**config.mk**
```make
export PLATFORM = sky130hd
export DESIGN_NAME = bss_queue
export DESIGN_NICKNAME = d
export VERILOG_FILES = /design/src/rtl/core/bss_pkg.sv /design/src/rtl/core/bss_queue.sv
export SDC_FILE = /design/constraint.sdc
export NUM_CORES = 1
export LEC_CHECK = 0
export ABC_CLOCK_PERIOD_IN_PS = 6400
export BUFFER_PORTS_ARGS = -buffer_cell sky130_fd_sc_hd__buf_2
export CORE_MARGIN = 3
export CORE_UTILIZATION = 47
export DETAILED_ROUTE_END_ITERATION = 7
export PLACE_DENSITY = 0.78
export SYNTH_ARGS = -nofsm -noshare
export SYNTH_HDL_FRONTEND = slang
export SYNTH_SLANG_ARGS = --single-unit
```
**constraint.sdc**
```tcl
create_clock -name clock -period 6.4 [get_ports clock]
set_clock_uncertainty 0.2 [all_clocks]
set_input_delay 0.32 -clock clock [delete_from_list [all_inputs] [get_ports clock]]
set_output_delay 0.32 -clock clock [all_outputs]
set_load 0.01 [all_outputs]
```
**src/rtl/core/bss_pkg.sv**
```systemverilog
// Shared types and constants of the boid separation steer block.
package bss_pkg;

   localparam int COORD_W     = 32;
   localparam int FAC_W       = 8;
   localparam int CMD_W       = 2;
   localparam int DIST_W      = 31;
   localparam int SUM_W       = 48;
   localparam int TERM_W      = SUM_W - 1;
   localparam int ACC_W       = 64;
   localparam int MUL_W       = 32;
   localparam int VMAG_W      = 48;
   localparam int RES_W       = 34;
   localparam int REQ_DATA_W  = 112;
   localparam int REQ_USER_W  = 2;
   localparam int RSP_DATA_W  = 96;
   localparam int QUEUE_DEPTH = 2;

   localparam logic [CMD_W-1:0] CMD_LOAD_POS  = 2'd0;
   localparam logic [CMD_W-1:0] CMD_LOAD_VEL  = 2'd1;
   localparam logic [CMD_W-1:0] CMD_NEIGHBOUR = 2'd2;

   localparam logic CSR_NEIGHBOUR_DIST = 1'b0;
   localparam logic CSR_MAX_SPEED      = 1'b1;

   localparam logic [DIST_W-1:0] NEIGHBOUR_DIST_RESET = 31'd655360;
   localparam logic [DIST_W-1:0] MAX_SPEED_RESET      = 31'd65536;

   localparam logic [TERM_W-1:0] TERM_CAP = '1;

   typedef enum logic [1:0] {
      KIND_POS,
      KIND_VEL,
      KIND_NEIGHBOUR
   } kind_type;

   typedef struct packed {
      kind_type                   kind;
      logic signed [COORD_W-1:0]  x;
      logic signed [COORD_W-1:0]  y;
      logic signed [COORD_W-1:0]  z;
      logic [FAC_W-1:0]           faction;
      logic                       active;
      logic                       last;
   } item_type;

   typedef enum logic [4:0] {
      ST_IDLE,
      ST_N_DIFF,
      ST_N_MUL,
      ST_N_ACC,
      ST_N_NDSQ,
      ST_N_CMP,
      ST_N_DIV,
      ST_N_DIVW,
      ST_N_END,
      ST_F_AVG,
      ST_F_AVGW,
      ST_F_CHK,
      ST_S_NORM,
      ST_S_MUL,
      ST_S_ACC,
      ST_S_SQRT,
      ST_S_OMUL,
      ST_S_ODIV,
      ST_S_ODIVW,
      ST_F_SUB,
      ST_F_CMUL,
      ST_F_CACC,
      ST_F_MSQ,
      ST_F_CCMP,
      ST_OUT
   } back_state_type;

endpackage

```
**src/rtl/core/bss_queue.sv**
```systemverilog
// Short request queue between the decoder and the compute sequencer.
module bss_queue import bss_pkg::*; (
   input  logic     clock,
   input  logic     reset,
   input  logic     push,
   input  item_type push_item,
   output logic     full,
   input  logic     pop,
   output item_type pop_item,
   output logic     empty
);

   localparam int PTR_W = $clog2(QUEUE_DEPTH);

   item_type         slot_ff [QUEUE_DEPTH];
   logic [PTR_W-1:0] wr_ptr_ff;
   logic [PTR_W-1:0] rd_ptr_ff;
   logic [PTR_W:0]   cnt_ff;

   always_ff @(posedge clock) begin
      if (reset) begin
         wr_ptr_ff <= '0;
         rd_ptr_ff <= '0;
         cnt_ff    <= '0;
      end else begin
         if (push) wr_ptr_ff <= wr_ptr_ff + 1'b1;
         if (pop)  rd_ptr_ff <= rd_ptr_ff + 1'b1;
         if (push && !pop)      cnt_ff <= cnt_ff + 1'b1;
         else if (pop && !push) cnt_ff <= cnt_ff - 1'b1;
      end
   end

   always_ff @(posedge clock) begin
      if (push) slot_ff[wr_ptr_ff] <= push_item;
   end

   assign pop_item = slot_ff[rd_ptr_ff];
   assign full     = (cnt_ff == (PTR_W+1)'(QUEUE_DEPTH));
   assign empty    = (cnt_ff == '0);

endmodule

```
==> results of run 1 <==
==> report_power, final <==
group	total, mW	internal [mW]	leakage [nW]	switching, mW
Sequential	1.72	1.69	2.07	0.0320
Combinational	0.401	0.209	1.88	0.192
Clock	1.28	0.791	0.360	0.489
==> tightest hold or removal path, cell delays in order, from the launching register on <==
cell     delay [ns]
dfxtp_1        0.34
o21ai_0        0.08
a21oi_1        0.06
==> layout by cell type, fill, tap and decap left out, drive strengths merged, types with 3 or more instances in the layout <==
| cell | instances |
|---|---|
| mux2 | 108 |
| nor2 | 5 |
| edfxtp | 216 |
| dlygate4sd3 | 111 |
| dfxtp | 5 |
| clkinv | 6 |
| buf | 224 |
| bufinv | 3 |
| clkbuf | 31 |
==> cells by family (layout without fill, tap and decap cells) <==
logic type	after synthesis	in the layout	synth area share, %
DFF	221	221	81.6
AOI/OAI and AO/OA	2	2	0.124
xor gates and xnor gates	4	4	0.434
adders and majority gates	1	1	0.155
and+or+nand+nor	9	9	0.543
muxes	108	108	16.0
buffers and inverters	13	376	1.10
==> metal layers <==
metal  vias to the layer above  wire (um)  global-route usage, %
li1                       2111          -                      -
met1                      2254       6330                   20.0
met2                       177       9040                   32.0
met3                        40       1160                   4.74
met4                         2        425                   4.55
met5                         -          9                      0
==> registers in the layout, summed over array words and instances (netlist names), named ones only <==
register   cells
slot_ff      216
cnt_ff         2
rd_ptr_ff      1
wr_ptr_ff      1
==> final timing paths <==
path | from | slack (ns) | cells past startpoint | endpoint
max | register | 3.20 | 3 | pop_item[10]
min | cnt_ff[1] | 0.32 | 2 | cnt_ff[1]
max reg2reg | wr_ptr_ff | 3.71 | 2 | slot_ff[0][26]
min reg2reg | cnt_ff[1] | 0.32 | 2 | cnt_ff[1]
==> cell type report <==
cell class	count	share of cell area (%)
inverters	1	0.0334
flip-flops and latches	221	58.6
well taps	220	2.45
multi-input cells	124	12.5
clock inverters	9	1.05
repair buffers	335	19.9
clock buffers	31	5.47
==> through the flow <==
stage | cells | hold WS (ns) | utilization, %
finish | 941 | 0.320 | 67.3
global route | 941 | 0.350 | 67.3
CTS | 941 | 0.332 | 67.3
detailed placement | 790 | 0.311 | 56.3
global placement | 790 | 0.276 | 56.3
floorplan | 358 | 0.189 | -
==> metrics.cfg, run 1 <==
[yosys]
ys_seq_elements = 221
post-synth-top-count-cell = edfxtp_1
synth_common_cells = edfxtp_1, mux2_2, mux2_4
synth_area_leaders = edfxtp_1, mux2_2, mux2_4
ys_async_sr_fraction_pct = 0
synth_nets = 471
synth_edf_count = 216
yosys_warnings = 0
synth_area_sq_mm = 0.00807
syn_inst = 358
netlist.area_leader.share_pct = 80.4
yosysSeqAreaShare_pct = 81.6
synth_top_area_cell = edfxtp_1
syn_area_per_cell_sq_um = 22.5
ys_types = 16
synthFlopType = edfxtp_1

[place]
dpl_cell_area_sq_mm = 0.00940
pre_cts_ws_ns = 3.52
dp_hpwl_um = 9550
place_congestion = 0.715
io_buffer_count = 221

[global_routing]
antenna_found_initial = 1
grt_overflow = 0
globalRouteTotalUtil_pct = 17.4
grt_pass1_vias = 4965
grt_max_degree = 75
grt_pass1_wl_um = 25400

[floorplan]
start_util_pct = 48.3
fp-row-count = 47
die_x_um = 137
fp.dieH_um = 137
io_pins = 222
core_sq_mm = 0.0167
die_area_sq_mm = 0.0188

[cells_and_area]
area_growth_pct = 39.4
layout-drive-gt1-share_pct = 50.8
fillers = 1070
nets = 818
seq_area_sq_mm = 0.00659
n_antenna_cell = 0
final_area_sq_mm = 0.0112
multi_input_area_sq_mm = 0.00140

[clock_network]
cts_tree = yes
clock_latency_ns = 0.49
hold_buffers = 111
cts.repair.resized = 0
h-tree-depth = 1
cts_num_sinks = 221
cts_buffers = 22
cts_root_buffer = clkbuf_16
clk_pin_slew_ns = 0.06
cts_max_path_buffers = 3
cts_setup_buffers = 0

[worst_setup_path]
arrival_ns = 2.68
setup.worst_path.end_class = output pin
crit_type = reg2out
cp_slowest_stage_delay_ns = 0.86
critPathMaxFanout = 72
slowest_stage = buf_4
crit_chain = buf_4 > mux2_2 > buf_2
worstPathRequired_ns = 5.88
critPathTopFamily = buffers and inverters
path_buf_inv = 2
crit_path_start_kind = register

[power_and_ir_drop]
ir_drop_mv = 0.210
p_leak_nw = 4.31
p_per_area_mw_per_mm2 = 303
finalPower_mw = 3.40

[routing]
wl_um = 17000
vias = 4584
dr.first_iter.drc_count = 185
firstDrtPassIters = 4
drc = 0
drtAntennaViolNets = 0
wl_per_cell_um = 18.0
avgViaCountPerCell = 4.87

[hold_path]
hold_path_class = reg2reg

[job]
cap_violations = 0

[sta]
worst_slew_pin_slew_ns = 1.03
tns_ns = 0
slew_viol_final = 0
setup_slack_ns = 3.20
max_freq_mhz = 313
hold_viol_final = 0
min_period_ns = 3.20
period_share_pct = 50.0
setup_viol = 0
rsz0062_at_grt = false
relSlewSlack_pct = 31.0

[run_status]
status = finished, final reports clean

No activity file was read; power rests on OpenSTA's default activity.
==> run 2: changes to the inputs <==
- ABC_AREA: default -> 1
- ABC_CLOCK_PERIOD_IN_PS: 6400 -> 2600
- clock period: 6.4 -> 2.6 ns (I/O delays scaled with it)
==> run 2 against run 1 <==
Wire length is 1.4% lower. Via count is 1.2% higher. Worst hold slack worse by 0.15 ns. Flip-flop and latch count stayed put. Cell area is 0.13% higher. Register-to-register slack worse by 2.7 ns. Setup slack worse by 2.9 ns. Sequential power is 140% higher. Synthesized cell count is 3.1% higher. Critical path depth stayed put. Global-route usage is 0.23 points lower. Die area is 0.26% higher. Critical endpoint is now pop_item[41]. Largest power group unchanged. Highest routed layer unchanged.
==> metrics.cfg, run 2 <==
[sta]
min_period_ns = 2.28
worst_slew_pin_slew_ns = 0.633  ; was 1.03 ns
rsz0062_at_grt = false  ; unchanged
period_share_pct = 87.6
setup_viol = 0  ; unchanged
max_freq_mhz = 439
slew_viol_final = 0  ; unchanged
tns_ns = 0  ; unchanged
hold_viol_final = 0  ; unchanged
relSlewSlack_pct = 57.8  ; was 31.0%

[hold_path]
hold_path_class = in2reg  ; was reg2reg

[place]
place_congestion = 0.728  ; was 0.715
io_buffer_count = 221  ; unchanged
dp_hpwl_um = 10300  ; was 9550 um

[yosys]
synthFlopType = edfxtp_1  ; unchanged
ys_seq_elements = 221  ; unchanged
syn_area_per_cell_sq_um = 21.9  ; was 22.5 sq um
synth-simple-area-share_pct = 0.758  ; was 0.543%
yosys_warnings = 0  ; unchanged
synth_compound_area_share_pct = 0.124  ; about the same
ys_types = 16  ; unchanged
syn_inst = 369  ; was 358
synth_area_leaders = edfxtp_1, mux2_2, mux2_4  ; unchanged
synth_area_sq_mm = 0.00809  ; was 0.00807 sq mm
synth-xor-area-share_pct = 0.108  ; was 0.434%
post-synth-top-count-cell = edfxtp_1  ; unchanged
synth_edf_count = 216  ; unchanged
synth_common_cells = edfxtp_1, mux2_2, mux2_4  ; unchanged
yosysSeqAreaShare_pct = 81.4  ; was 81.6%
ys_async_sr_fraction_pct = 0  ; unchanged
yosys.area_share.adder_pct = 0.155  ; about the same
synth_nets = 482  ; was 471
muxShareOfSynthArea_pct = 16.0  ; about the same
synth_top_family_by_area = multiplexers  ; unchanged
synth_top_area_cell = edfxtp_1  ; unchanged
netlist.area_leader.share_pct = 80.2  ; was 80.4%

[clock_network]
h-tree-depth = 1  ; unchanged
cts_buffers = 22  ; unchanged
clk_pin_slew_ns = 0.06  ; about the same
clock_latency_ns = 0.49  ; about the same
cts_max_path_buffers = 3  ; unchanged
cts_tree = yes  ; unchanged
cts.repair.resized = 0  ; unchanged
cts_root_buffer = clkbuf_16  ; unchanged
cts_num_sinks = 221  ; unchanged

[worst_setup_path]
cp_slowest_stage_delay_ns = 0.49  ; was 0.86 ns
reg2reg_slack_ns = 0.99  ; was 3.71 ns
reg2reg_to = slot_ff[0][54]  ; was slot_ff[0][26]
r2r_start = wr_ptr_ff  ; unchanged
critPathTopFamily = buffers and inverters  ; unchanged
critPathMaxFanout = 43  ; was 72
cp.depth = 3  ; unchanged
path_buf_inv = 2  ; unchanged
crit_path_start_kind = register  ; unchanged
crit_type = reg2out  ; unchanged
worstPathRequired_ns = 2.27  ; was 5.88 ns
endpoint = pop_item[41]  ; was pop_item[10]
arrival_ns = 1.95  ; was 2.68 ns
reg2regPathDepth = 2  ; unchanged
crit_chain = buf_4 > mux2_2 > buf_2  ; unchanged
slowest_stage = buf_4  ; unchanged
setup.worst_path.end_class = output pin  ; unchanged

[routing]
wl_per_cell_um = 17.5  ; was 18.0 um
drtAntennaViolNets = 0  ; unchanged
vias = 4641  ; was 4584
wl_um = 16700  ; was 17000 um
avgViaCountPerCell = 4.86  ; was 4.87
dr.first_iter.drc_count = 297  ; was 185
firstDrtPassIters = 4  ; unchanged
drc = 0  ; unchanged

[cells_and_area]
final_cell_mix = buf_2, edfxtp_1, dlygate4sd3_1, mux2_2, clkbuf_16  ; unchanged
nets = 834  ; was 818
fin_util_pct = 67.4  ; was 67.3%
fillers = 1073  ; was 1070
top_regs = slot_ff: 216 flops, cnt_ff: 2 flops  ; unchanged
final_common_cell = buf_2  ; unchanged
seq_area_sq_mm = 0.00659  ; unchanged
top_register = slot_ff  ; unchanged
multi_input_area_sq_mm = 0.00139  ; was 0.00140 sq mm
layout-drive-gt1-share_pct = 49.7  ; was 50.8%
area_growth_pct = 39.2  ; was 39.4%
largest_reg_flops = 216  ; unchanged

[global_routing]
globalRouteTotalUtil_pct = 17.2  ; was 17.4%
grt_max_degree = 77  ; was 75
grt_pass1_wl_um = 25100  ; was 25400 um
antenna_found_initial = 1  ; unchanged
grt_pass1_vias = 5056  ; was 4965
grt_overflow = 0  ; unchanged

[floorplan]
die_x_um = 137  ; about the same
core_sq_mm = 0.0167  ; unchanged
fp-row-count = 47  ; unchanged
fp.dieH_um = 137  ; about the same
io_pins = 222  ; unchanged
start_util_pct = 48.4  ; was 48.3%
die_area_sq_mm = 0.0188  ; about the same

[power_and_ir_drop]
p_leak_nw = 4.33  ; was 4.31 nW
ir_drop_mv = 0.540  ; was 0.210 mV
p_per_area_mw_per_mm2 = 712  ; was 303 mW/mm^2

[run_status]
status = finished, final reports clean  ; unchanged

[job]
cap_violations = 0  ; unchanged

-- run 2: worst min path at each step --
stage | from | slack (ns) | end | depth (start not counted)
2_1_floorplan | reset | 0.002 | register | 1
3_3_place_gp | push_item[22] | 0.12 | slot_ff[0][22] | 1
3_5_place_dp | push_item[107] | 0.12 | slot_ff[1][107] | 1
4_1_cts | push_item[29] | 0.14 | slot_ff[1][29] | 2
5_1_grt | push_item[27] | 0.15 | slot_ff[1][27] | 2
6_report | push_item[29] | 0.17 | slot_ff[1][29] | 2
-- run 2: final cells by class --
class                           count  area share (%)
Sequential cell                   221            58.5
Timing Repair Buffer              340            20.5
Antenna cell                        1          0.0222
Inverter                            9           0.333
Clock buffer                       28            5.28
Multi-Input combinational cell    127            12.4
Clock inverter                      9           0.545
Tap cell                          220            2.44
-- run 2: what timing repair did --
action,CTS,global route
setup buffers,0,0
hold endpoints to repair,221,0
hold buffers,112,0
endpoints found under the setup margin,0,0
-- run 2: cells by family (layout without fill, tap and decap cells) --
group,after synthesis,count (layout)
other cells,0,1
simple gates,15,15
compound gates,2,2
flops,221,221
mux,108,108
buf+inv,21,386
fa+ha+maj,1,1
xor+xnor,1,1
-- run 2: per-stage QoR --
step           instance area [sq um]  hold WS, ns  cells  power [mW]  setup WS, ns
3_3_place_gp                    9480        0.117    805        5.04         0.908
4_1_cts                        11300        0.142    954        8.09         0.308
2_1_floorplan                   8100      0.00238    369        4.72       0.00864
6_report                       11300        0.167    955        8.01         0.322
3_5_place_dp                    9480        0.121    805        5.08         0.852
5_1_grt                        11300        0.154    954        8.33         0.246
-- run 2: where the power goes --
group / total (mW) / internal, mW / switching, mW
combinational: 0.966 / 0.504 / 0.462
sequential: 4.18 / 4.13 / 0.0510
clock: 2.87 / 1.70 / 1.17
-- run 2: metal layers --
metal	track usage (%)	vias to the layer above	share of wire, %
li1	-	2160	-
met1	19.5	2278	37
met2	31.6	164	55
met3	4.16	37	6.2
met4	5.88	2	2.1
met5	0	-	0.042
==> run 3: changes to the inputs <==
- REMOVE_ABC_BUFFERS: default -> 1
==> run 3 against run 2 <==
Clock-buffer cell count is 1 lower. Sequential share of layout area down 0.50 points. Clock power increased by 9.8%. Wire length grew 0.60%. Via count rose by 0.62%. Die area is the same. Register-to-register slack lost 0.12 ns.
==> metrics.cfg, run 3 (same netlist as run 2, synthesis figures left out) <==
[run_status]
status = finished, final reports clean  ; unchanged

[worst_setup_path]
crit_type = reg2out  ; unchanged
critPathMaxFanout = 49  ; was 43
cp_slowest_stage_delay_ns = 0.56  ; was 0.49 ns
setup.worst_path.end_class = output pin  ; unchanged
crit_chain = buf_12 > mux2_2 > buf_2  ; was buf_4 > mux2_2 > buf_2
slowest_stage = dfxtp_4  ; was buf_4
path_buf_inv = 2  ; unchanged
arrival_ns = 1.95  ; about the same
crit_path_start_kind = register  ; unchanged
critPathTopFamily = flip-flops  ; was buffers and inverters
worstPathRequired_ns = 2.27  ; about the same

[power_and_ir_drop]
ir_drop_mv = 0.599  ; was 0.540 mV
switchingPower_mw = 1.76  ; was 1.69 mW
internal_power_mw = 6.55  ; was 6.33 mW
switching_share_pct = 21.2  ; was 21.0%
combPwrFrac_pct = 11.6  ; was 12.1%
p_clk_share_pct = 38.0  ; was 35.8%
p_per_area_mw_per_mm2 = 731  ; was 712 mW/mm^2
p_leak_nw = 4.38  ; was 4.33 nW
p_seq_share_pct = 50.4  ; was 52.1%

[floorplan]
core_sq_mm = 0.0167  ; unchanged
start_util_pct = 48.4  ; unchanged
io_pins = 222  ; unchanged
fp-row-count = 47  ; unchanged
fp.dieH_um = 137  ; unchanged
die_area_sq_mm = 0.0188  ; unchanged
die_x_um = 137  ; unchanged

[place]
place_congestion = 0.688  ; was 0.728
io_buffer_count = 221  ; unchanged
dpl_cell_area_sq_mm = 0.00951  ; was 0.00948 sq mm
dp_hpwl_um = 9900  ; was 10300 um

[cells_and_area]
final_cell_mix = buf_2, edfxtp_1, dlygate4sd3_1, mux2_2, clkbuf_16  ; unchanged
top_register = slot_ff  ; unchanged
final_common_cell = buf_2  ; unchanged
final_area_sq_mm = 0.0114  ; was 0.0113 sq mm
seq_area_sq_mm = 0.00659  ; unchanged
multi_input_area_sq_mm = 0.00139  ; about the same
n_antenna_cell = 0  ; was 1
nets = 833  ; was 834
largest_reg_flops = 216  ; unchanged
fin_util_pct = 68.0  ; was 67.4%
area_growth_pct = 40.4  ; was 39.2%
top_regs = slot_ff: 216 flops, cnt_ff: 2 flops  ; unchanged
layout-drive-gt1-share_pct = 50.1  ; was 49.7%
fillers = 1065  ; was 1073

[sta]
rsz0062_at_grt = false  ; unchanged
max_freq_mhz = 438  ; was 439 MHz
hold_viol_final = 0  ; unchanged
setup_viol = 0  ; unchanged
period_share_pct = 87.9  ; was 87.6%
slew_viol_final = 0  ; unchanged
relSlewSlack_pct = 56.0  ; was 57.8%
min_period_ns = 2.28  ; about the same
worst_slew_pin_slew_ns = 0.660  ; was 0.633 ns

[global_routing]
antenna_found_initial = 0  ; was 1
grt_pass1_wl_um = 25000  ; was 25100 um
grt_pass1_vias = 4995  ; was 5056
grt_overflow = 0  ; unchanged
grt_max_degree = 60  ; was 77
globalRouteTotalUtil_pct = 17.0  ; was 17.2%

[routing]
dr.first_iter.drc_count = 190  ; was 297
drc = 0  ; unchanged
wl_um = 16800  ; was 16700 um
avgViaCountPerCell = 4.88  ; was 4.86
vias = 4670  ; was 4641
wl_per_cell_um = 17.6  ; was 17.5 um
firstDrtPassIters = 4  ; unchanged
drtAntennaViolNets = 0  ; unchanged

[clock_network]
clk_pin_slew_ns = 0.06  ; about the same
cts_max_path_buffers = 3  ; unchanged
clock_latency_ns = 0.49  ; about the same
cts_buffers = 22  ; unchanged
cts_num_sinks = 221  ; unchanged
cts_tree = yes  ; unchanged
h-tree-depth = 1  ; unchanged
cts.repair.resized = 0  ; unchanged
cts_root_buffer = clkbuf_16  ; unchanged

[job]
cap_violations = 0  ; unchanged

[hold_path]
hold_path_class = in2reg  ; unchanged

[run 3: changes by cell type in the layout (fill, tap and decap cells not counted)]
| cell | change |
|---|---|
| buf_12 | +3 |
| buf_4 | -4 |
| clkbuf_1 | -1 |
| inv_6 | +1 |
| nand2_1 | +1 |
| clkinvlp_4 | -1 |
| clkinv_2 | +3 |
| bufinv_16 | +2 |
| inv_4 | +1 |
| diode_2 | -1 |
| clkinv_1 | -2 |
| nand2_2 | -1 |
[run 3: power groups by stage]
| stage | combinational (mW) | sequential, mW | clock [mW] |
|---|---|---|---|
| floorplan | 0.440 | 4.30 | 0 |
| global placement | 0.800 | 4.25 | 0 |
| detailed placement | 0.825 | 4.26 | 0 |
| CTS | 0.966 | 4.19 | 3.20 |
| global route | 1.04 | 4.20 | 3.36 |
| finish | 0.964 | 4.19 | 3.15 |
[run 3: worst paths after layout]
check | from | end | slack [ns] | depth (start not counted)
setup / recovery | register | pop_item[92] | 0.32 | 3
hold / removal | push_item[29] | slot_ff[1][29] | 0.16 | 2
setup reg to reg | wr_ptr_ff | slot_ff[1][57] | 0.87 | 3
hold reg to reg | rd_ptr_ff | rd_ptr_ff | 0.34 | 2
[run 3: area by class of cell]
type | count | area share [%]
inverters | 9 | 0.320
repair buffers | 339 | 20.6
clock buffers | 27 | 5.20
clock inverters | 13 | 1.21
flip-flops and latches | 221 | 58.0
well taps | 220 | 2.42
multi-input cells | 127 | 12.3
[run 3: per-layer routing]
metal	vias up	track usage [%]	share of wire, %
met3	34	3.73	6.0
met1	2303	19.6	38
li1	2156	-	-
met5	-	0	0
met2	177	31.6	54
met4	0	5.16	2.4
[run 3: timing repair]
action | CTS | global route
setup buffers | 0 | 0
hold buffers | 112 | 0
hold endpoints to repair | 221 | 0
[run 3: through the flow]
stage	TNS [ns]	hold slack, ns	total power, mW	setup slack (ns)	std cells
after floorplan	-507.40	0.00238	4.74	-2.99	357
after global placement	0	0.118	5.05	0.846	804
after detailed placement	0	0.121	5.09	0.821	804
after CTS	0	0.138	8.35	0.292	956
after global routing	0	0.151	8.60	0.235	956
final	0	0.165	8.31	0.316	956
